==> src/design/u8dec_pkg.sv <==
// Package for the UTF-8 stream decoder.
// Holds field widths, byte-class constants and the state/result structs.
// No dependencies.
package u8dec_pkg;

	localparam int unsigned ByteW  = 8;
	localparam int unsigned CpW    = 21;
	localparam int unsigned RemW   = 2;
	localparam int unsigned TdataW = ((CpW + 7) / 8) * 8;

	// Continuation byte tag in the top two bits
	localparam logic [1:0] ContTag = 2'b10;

	// Bytes still expected after each start byte class
	localparam logic [RemW-1:0] RemNone  = 2'd0;
	localparam logic [RemW-1:0] RemTwo   = 2'd1;
	localparam logic [RemW-1:0] RemThree = 2'd2;
	localparam logic [RemW-1:0] RemFour  = 2'd3;

	// Decoder state carried from byte to byte
	typedef struct packed {
		logic [RemW-1:0] bytes_remaining;
		logic [CpW-1:0]  accumulator;
	} dec_state_t;

	// One result item
	typedef struct packed {
		logic [CpW-1:0] code_point;
		logic           seq_error;
	} dec_result_t;

endpackage

==> src/design/utf8_stream_decoder_unit.sv <==
// UTF-8 stream decoder, top level: input register, decode step, result register.
// Depends on u8dec_pkg and u8dec_step.
// Throughput: one byte per cycle, set by the single decode step, unless
// a new result meets a full result register while m_tready is low.
// Bytes inside a sequence give no result and never wait on the master side.
// Reset (arst_n low, async): pipeline empty, no sequence open, pass-through on.
module utf8_stream_decoder_unit (
	input  logic                          clk,
	input  logic                          arst_n,
	// slave side
	input  logic                          s_tvalid,
	output logic                          s_tready,
	input  logic [u8dec_pkg::ByteW-1:0]   s_tdata,   // [7:0] in_byte
	// master side
	output logic                          m_tvalid,
	input  logic                          m_tready,
	output logic [u8dec_pkg::TdataW-1:0]  m_tdata,   // [20:0] code_point, rest zero
	output logic                          m_tuser,   // [0] seq_error
	// configuration
	input  logic                          cfg_wr_en,
	input  logic                          cfg_wr_data // pass_through_enable
);
	import u8dec_pkg::*;

	logic               in_valid_s1;
	logic [ByteW-1:0]   in_byte_s1;
	dec_state_t         state_q;
	dec_state_t         state_next;
	logic               pass_through_q;
	logic               step_emit;
	dec_result_t        step_result;
	logic               out_valid_q;
	dec_result_t        out_result_q;
	logic               s1_advance;

	// Decode logic on the registered byte
	u8dec_step u_step (
		.in_byte             (in_byte_s1),
		.pass_through_enable (pass_through_q),
		.cur_state           (state_q),
		.next_state          (state_next),
		.emit                (step_emit),
		.result              (step_result)
	);

	// Stage 1 moves on unless it has a result and the result register is held
	assign s1_advance = in_valid_s1 && (!step_emit || !out_valid_q || m_tready);
	assign s_tready   = !in_valid_s1 || s1_advance;

	// Input register
	always_ff @(posedge clk or negedge arst_n) begin
		if (!arst_n) begin
			in_valid_s1 <= 1'b0;
		end else if (s_tready) begin
			in_valid_s1 <= s_tvalid;
		end
	end

	always_ff @(posedge clk) begin
		if (s_tvalid && s_tready) begin
			in_byte_s1 <= s_tdata;
		end
	end

	// Sequence state and configuration
	always_ff @(posedge clk or negedge arst_n) begin
		if (!arst_n) begin
			state_q        <= '0;
			pass_through_q <= 1'b1;
		end else begin
			if (s1_advance) begin
				state_q <= state_next;
			end
			if (cfg_wr_en) begin
				pass_through_q <= cfg_wr_data;
			end
		end
	end

	// Result register
	always_ff @(posedge clk or negedge arst_n) begin
		if (!arst_n) begin
			out_valid_q <= 1'b0;
		end else if (s1_advance && step_emit) begin
			out_valid_q <= 1'b1;
		end else if (m_tready) begin
			out_valid_q <= 1'b0;
		end
	end

	always_ff @(posedge clk) begin
		if (s1_advance && step_emit) begin
			out_result_q <= step_result;
		end
	end

	assign m_tvalid = out_valid_q;
	assign m_tdata  = {{(TdataW-CpW){1'b0}}, out_result_q.code_point};
	assign m_tuser  = out_result_q.seq_error;

endmodule

==> src/design/u8dec_step.sv <==
// Per-byte decode step: next decoder state and optional result.
// Pure combinational logic; depends on u8dec_pkg.
module u8dec_step (
	input  logic [u8dec_pkg::ByteW-1:0] in_byte,
	input  logic                        pass_through_enable,
	input  u8dec_pkg::dec_state_t       cur_state,
	output u8dec_pkg::dec_state_t       next_state,
	output logic                        emit,
	output u8dec_pkg::dec_result_t      result
);
	import u8dec_pkg::*;

	logic [CpW-1:0] acc_shift;
	logic [CpW-1:0] byte_ext;

	assign acc_shift = {cur_state.accumulator[CpW-7:0], in_byte[5:0]};
	assign byte_ext  = {{(CpW-ByteW){1'b0}}, in_byte};

	// Decode one byte against the current sequence state
	always_comb begin
		next_state        = cur_state;
		emit              = 1'b0;
		result.code_point = '0;
		result.seq_error  = 1'b0;
		if (cur_state.bytes_remaining != RemNone) begin
			if (in_byte[7:6] != ContTag) begin
				// bad continuation: drop byte, end sequence
				next_state.bytes_remaining = RemNone;
				emit                       = 1'b1;
				result.seq_error           = 1'b1;
			end else begin
				next_state.bytes_remaining = cur_state.bytes_remaining - 2'd1;
				next_state.accumulator     = acc_shift;
				if (cur_state.bytes_remaining == RemTwo) begin
					emit              = 1'b1;
					result.code_point = acc_shift;
				end
			end
		end else begin
			if (in_byte inside {[8'h00:8'h7f]}) begin
				emit              = 1'b1;
				result.code_point = byte_ext;
			end else if (pass_through_enable && (in_byte inside {[8'h80:8'hbf]})) begin
				// stray continuation passed through as a value
				emit              = 1'b1;
				result.code_point = byte_ext;
			end else if (in_byte inside {[8'hf8:8'hff]}) begin
				emit             = 1'b1;
				result.seq_error = 1'b1;
			end else if (in_byte inside {[8'hf0:8'hf7]}) begin
				next_state.bytes_remaining = RemFour;
				next_state.accumulator     = {{(CpW-3){1'b0}}, in_byte[2:0]};
			end else if (in_byte inside {[8'he0:8'hef]}) begin
				next_state.bytes_remaining = RemThree;
				next_state.accumulator     = {{(CpW-4){1'b0}}, in_byte[3:0]};
			end else if (in_byte inside {[8'hc0:8'hdf]}) begin
				next_state.bytes_remaining = RemTwo;
				next_state.accumulator     = {{(CpW-5){1'b0}}, in_byte[4:0]};
			end else begin
				// stray continuation with pass-through off
				emit             = 1'b1;
				result.seq_error = 1'b1;
			end
		end
	end

endmodule

==> config.mk <==
export PLATFORM = sky130hd
export DESIGN_NAME = utf8_stream_decoder_unit
export DESIGN_NICKNAME = d
export VERILOG_FILES = /design/src/design/u8dec_pkg.sv /design/src/design/utf8_stream_decoder_unit.sv /design/src/design/u8dec_step.sv
export SDC_FILE = /design/constraint.sdc
export NUM_CORES = 1
export LEC_CHECK = 0
export BUFFER_PORTS_ARGS = -buffer_cell sky130_fd_sc_hd__buf_2
export CAP_MARGIN = 25
export CORE_UTILIZATION = 28
export CTS_CLUSTER_SIZE = 24
export DETAILED_ROUTE_END_ITERATION = 10
export GPL_TIMING_DRIVEN = 0
export HOLD_SLACK_MARGIN = 0.1
export PLACE_DENSITY_LB_ADDON = 0.25
export SLEW_MARGIN = 15
export SYNTH_ARGS = -nofsm -noshare
export SYNTH_HDL_FRONTEND = slang
export SYNTH_HIERARCHICAL = 1
export SYNTH_SLANG_ARGS = --single-unit
export TNS_END_PERCENT = 50
==> constraint.sdc <==
create_clock -name clk -period 4.93 [get_ports clk]
set_input_delay 0.493 -clock clk [delete_from_list [all_inputs] [get_ports clk]]
set_output_delay 0.493 -clock clk [all_outputs]
set_load 0.05 [all_outputs]
==> out/qor.csv, run 1 <==
metric,value,unit
synth.avg_cell_area,11.64,µm²
met2_usage,0.2178,
die_height,101.7,µm
numCtsBuffers,5,
busiest_layer,met2,
period_minus_slack,3.071,ns
p_switching,708.8,µW
fp.dieW,101.7,µm
cts_resized,0,
p_per_area,521.6,nW/µm²
fin_hold_ws,0.1397,ns
first_pass_iters,4,
postCtsSetupBuffers,0,
grtUsageMet1,0.1653,
hp-class,primary input to async pin,
swShare,0.4164,
initial_utilization,0.2872,
grt-ovfl-total,0,
core-area,9684,µm²
run_status,completed,
finalNetCount,302,
final_cells,420,
crit_slowest_cell,dfrtp_1,
clock_path_buffers,2,
gp_congestion,0.8011,
internal_power,993.3,µW
hold_viol,0,
ios,41,
clkTransAtPathRegs,0.10,ns
worst_slew_pin_slew,0.5248,ns
drive_gt1_frac,0.3136,
wl_per_cell,14.70,µm
path_buf_inv,5,
fmax,0.3256,GHz
start_kind,register,
vdd_drop_max,0.0001523,V
hpwl,4361,µm
skew,0.008417,ns
fin_crit_sh,0.6230,
wl,6172,µm
drt_iter0_markers,76,
slew_violations,0,
cts_tree,yes,
crit_family,buffers and inverters,
worstSetupPathType,register to output port,
grt_setup_unrepaired,no,
p_clk_frac,0.162,
vias,1954,
crit_path_end_kind,output port,
ant_nets,0,
antenna_found_initial,0,
synth_area,2781,µm²
io_buffers,37,
pwr-share-seq,0.399,
finalSetupTns,0,ns
crit_required,4.44,ns
critical-path-max-stage-delay,0.42,ns
cp_max_fo,9,
grt_use_met3,0.02415,
synthCells,239,
grt_max_degree,21,
worstPathCellList,"inv_1, ha_1, buf_6, and2_4, and2_1, o21ai_0, buf_2, clkbuf_1, nand3_1, buf_2",
placedCellCount,412,
p_comb_frac,0.439,
finalSetupViolCount,0,
p_leak,1.318,nW
arrival,2.58,ns
grt_pass1_vias,1947,
area_growth,17.32,%
holdBufCountCts,0,
grt_util_all_layers,0.1291,
drc,0,
clk-insertion-delay-late,0.31,ns
placementRows,36,
cts_root_buf,clkbuf_8,
maxCapViolations,0,
die_area,10340,µm²
relSlewSlack,0.6498,
avgViaCountPerCell,4.652,
n_antenna_cell,0,
ys_warn_count,6,
cts.sinks,50,
cpMostUsedCell,buf_2,
grt_pass1_wl,10120,µm
htreeDepth,2,
## metrics by stage
step | worst slack [ns] | instance area, µm² | utilization | power (mW)
finish | 1.859 | 3263 | 0.3370 | 1.702
global placement | 1.326 | 3141 | 0.3243 | 1.426
detailed placement | 2.172 | 3154 | 0.3257 | 1.442
global route | 1.677 | 3263 | 0.3370 | 1.812
floorplan | 2.105 | 2789 | - | 1.258
CTS | 1.818 | 3263 | 0.3370 | 1.718
## routing by layer
metal | wire [µm] | up-vias
li1 | - | 961
met1 | 2876 | 948
met2 | 3027 | 38
met3 | 182 | 7
met4 | 85 | 0
met5 | 0 | -
## area by class of cell
| cell class | instances | area [µm²] |
|---|---|---|
| fillers | 992 | 6421 |
| flip-flops and latches | 50 | 1403 |
| multi-input cells | 161 | 1204 |
| repair buffers | 38 | 196.4 |
| plain buffers | 26 | 170.2 |
| well taps | 133 | 166.4 |
| clock buffers | 6 | 93.84 |
| clock inverters | 2 | 15.01 |
| inverters | 4 | 15.01 |
## worst register-to-register path, delay by kind of cell, from the launching register on
kind | cells | cell delay [ns]
AND/OR/NAND/NOR | 4 | 0.85
buffers and inverters | 4 | 0.68
adder cells (fa/ha/maj) | 1 | 0.21
AO/OA/AOI/OAI | 1 | 0.24
flip-flops | 1 | 0.42
## power by group through the flow
stage | Clock, mW | Sequential (mW) | Combinational [mW]
finish | 0.276 | 0.679 | 0.747
global route | 0.299 | 0.693 | 0.820
CTS | 0.285 | 0.679 | 0.754
detailed placement | 0 | 0.690 | 0.752
global placement | 0 | 0.689 | 0.737
floorplan | 0 | 0.794 | 0.464
## state kept, by name, summed over array words and instances (netlist names)
signal / flops
state_q: 17
m_tvalid: 1
m_tuser: 1
in_byte_s1: 8
pass_through_q: 1
in_valid_s1: 1
m_tdata: 21
## final timing paths
| kind | from | to | slack, ns | depth (start not counted) |
|---|---|---|---|---|
| max | state_q[21] | s_tready | 1.86 | 10 |
| min | arst_n | state_q[9] | 0.14 | 1 |
| max reg2reg | state_q[21] | m_tdata[6] | 2.24 | 10 |
| min reg2reg | state_q[11] | state_q[11] | 0.56 | 2 |
| max in group asynchronous | arst_n | pass_through_q | 4.43 | 1 |
| min in group clk | s_tdata[7] | in_byte_s1[7] | 0.36 | 1 |
## layout by cell type, fill, tap and decap left out, types with 2 or more instances in the layout
master / instances
a211oi_1: 3
a21oi_1: 3
a22o_1: 10
and2_1: 15
and3b_1: 2
buf_2: 44
buf_4: 3
buf_6: 5
buf_8: 2
clkbuf_1: 10
clkbuf_8: 5
clkinvlp_4: 2
conb_1: 3
dfrtp_1: 19
edfxtp_1: 30
ha_1: 2
inv_1: 4
mux2_4: 3
nand2_1: 26
nand2b_1: 18
nand4b_1: 17
nor2_1: 3
nor2b_1: 4
nor3b_1: 7
o211ai_2: 16
o21ai_0: 6
o22ai_1: 2
Power figures use the tool's default switching activity.
==> inputs of run 2 (changes only) <==
==> constraint.sdc (replaced) <==
create_clock -name clk -period 3.1 [get_ports clk]
set_input_delay 0.31 -clock clk [delete_from_list [all_inputs] [get_ports clk]]
set_output_delay 0.31 -clock clk [all_outputs]
set_load 0.05 [all_outputs]
==> out/qor.csv, run 2 (synthesis results as in run 1) <==
metric,value,unit,change
vdd_drop_max,0.0002426,V,+59%
clock_path_buffers,2,,unchanged
placedCellCount,412,,unchanged
arrival,2.59,ns,about the same
ff2ff_setup_slack,0.40,ns,-1.84 ns
cts_root_buf,clkbuf_8,,
grt_pass1_vias,1950,,+0.15%
cp_max_fo,9,,unchanged
holdBufCountCts,1,,+1
r2r-start,state_q[21],,
drt_iter0_markers,76,,unchanged
first_pass_iters,6,,+2
antenna_found_initial,0,,unchanged
placementRows,36,,unchanged
cpMostUsedCell,buf_2,,
p_switching,1.128,mW,+59%
slew_violations,0,,unchanged
initial_utilization,0.2872,,unchanged
mostFrequentLayoutCells,"buf_2, edfxtp_1, nand2_1",,
wl,6208,µm,+0.58%
r2r-end,m_tdata[6],,
power.total,2.709,mW,+59%
hold_viol,0,,unchanged
final_cells,421,,+0.24%
critical-path-max-stage-delay,0.42,ns,about the same
htreeDepth,2,,unchanged
clk-insertion-delay-late,0.31,ns,about the same
crit_slowest_cell,dfrtp_1,,
fmax,0.3443,GHz,
fp.dieW,101.7,µm,unchanged
n_antenna_cell,0,,unchanged
swShare,0.4164,,about the same
crit_path_end_kind,output port,,
worst_slew_pin_slew,0.5157,ns,-0.009055 ns
period_minus_slack,2.905,ns,
cts_tree,yes,,
postCtsSetupBuffers,0,,unchanged
p_comb_frac,0.440,,about the same
die_height,101.7,µm,unchanged
run_status,completed,,
path_buf_inv,5,,unchanged
p_clk_frac,0.162,,about the same
cts_resized,0,,unchanged
internal_power,1.581,mW,+59%
worstSetupStartpoint,state_q[21],,
grt_util_all_layers,0.1292,,+0.0001470
grt_pass1_wl,10140,µm,+0.14%
crit_required,2.79,ns,-1.65 ns
p_leak,1.322,nW,+0.32%
maxCapViolations,0,,unchanged
grt-ovfl-total,0,,unchanged
gp_congestion,0.8011,,unchanged
reg2reg_depth,10,,unchanged
finalSetupViolCount,0,,unchanged
relSlewSlack,0.6562,,+0.006413
fin_hold_ws,0.1771,ns,+0.03736 ns
area_growth,17.68,%,
core-area,9684,µm²,unchanged
ant_nets,0,,unchanged
cp_num_cells,10,,unchanged
crit_family,buffers and inverters,,
io_buffers,37,,unchanged
numCtsBuffers,5,,unchanged
avgViaCountPerCell,4.708,,+1.2%
wl_per_cell,14.75,µm,+0.34%
cts.sinks,50,,unchanged
drive_gt1_frac,0.3125,,-0.001089
fin_crit_sh,0.9369,,
mostFrequentLayoutCell,buf_2,,
cp-endpoint,s_tready,,
p_per_area,827.5,nW/µm²,+59%
start_kind,register,,
hp-class,primary input to register,,
die_area,10340,µm²,unchanged
worstPathCellList,"inv_1, ha_1, buf_6, and2_4, and2_1, o21ai_0, buf_2, clkbuf_1, nand3_1, buf_2",,
drc,0,,unchanged
finalNetCount,303,,+0.33%
fillers,991,,-0.10%
grt_setup_unrepaired,no,,
worstSetupPathType,register to output port,,
hpwl,4361,µm,unchanged
grt_max_degree,21,,unchanged
ios,41,,unchanged
clkTransAtPathRegs,0.10,ns,about the same
vias,1982,,+1.4%
largest_register_ffs,21,,unchanged
pwr-share-seq,0.398,,about the same
skew,0.007865,ns,-0.0005526 ns
## run 2: cell count changes in the layout (fill, tap and decap cells not counted), sizes merged
| cell | previous run | this run |
|---|---|---|
| dlygate4sd3 | 0 | 1 |
## run 2: worst reg2reg max path, cell delays in order (launching register included)
cell	delay (ns)
dfrtp_1	0.42
inv_1	0.08
ha_1	0.21
buf_6	0.14
and2_4	0.18
and2_1	0.17
o21ai_0	0.24
buf_2	0.20
nand2_1	0.12
nor2_2	0.38
buf_6	0.26
## run 2: layout make-up
class	instances	area, µm²	share of cell area
well taps	133	166.4	0.05084
inverters	4	15.01	0.004587
plain buffers	26	170.2	0.05199
clock buffers	6	93.84	0.02867
clock inverters	2	15.01	0.004587
repair buffers	39	206.4	0.06307
flip-flops and latches	50	1403	0.4285
multi-input cells	161	1204	0.3677
## run 2: per-stage QoR
step             util  area (µm²)  setup slack, ns  setup TNS [ns]
2_1_floorplan       -        2789           0.2746               0
3_3_place_gp   0.3243        3141          -0.5038          -11.01
3_5_place_dp   0.3257        3154           0.3839               0
4_1_cts        0.3380        3273           0.1710               0
5_1_grt        0.3380        3273          0.02956               0
6_report       0.3380        3273           0.1955               0
## run 2: worst min path at each step
stage,start,end,slack (ns),cells past startpoint
6_report,s_tdata[7],in_byte_s1[7],0.18,1
5_1_grt,s_tdata[1],in_byte_s1[1],0.16,1
4_1_cts,s_tdata[1],in_byte_s1[1],0.17,1
3_5_place_dp,arst_n,state_q[11],0.31,1
3_3_place_gp,arst_n,state_q[11],0.32,1
2_1_floorplan,arst_n,in_valid_s1,0.01,0
## run 2: metal layers
metal | vias up | global-route usage | share of wire
met5 | - | 0 | 0
met2 | 50 | 0.2178 | 0.50
met3 | 7 | 0.02415 | 0.038
met4 | 0 | 0.04459 | 0.014
met1 | 963 | 0.1657 | 0.45
li1 | 962 | - | -
## run 2: power by group through the flow
stage / sequential (mW) / clock [mW] / combinational, mW
6_report: 1.08 / 0.438 / 1.19
5_1_grt: 1.10 / 0.475 / 1.31
4_1_cts: 1.08 / 0.453 / 1.20
3_5_place_dp: 1.10 / 0 / 1.20
3_3_place_gp: 1.10 / 0 / 1.17
2_1_floorplan: 1.26 / 0 / 0.739
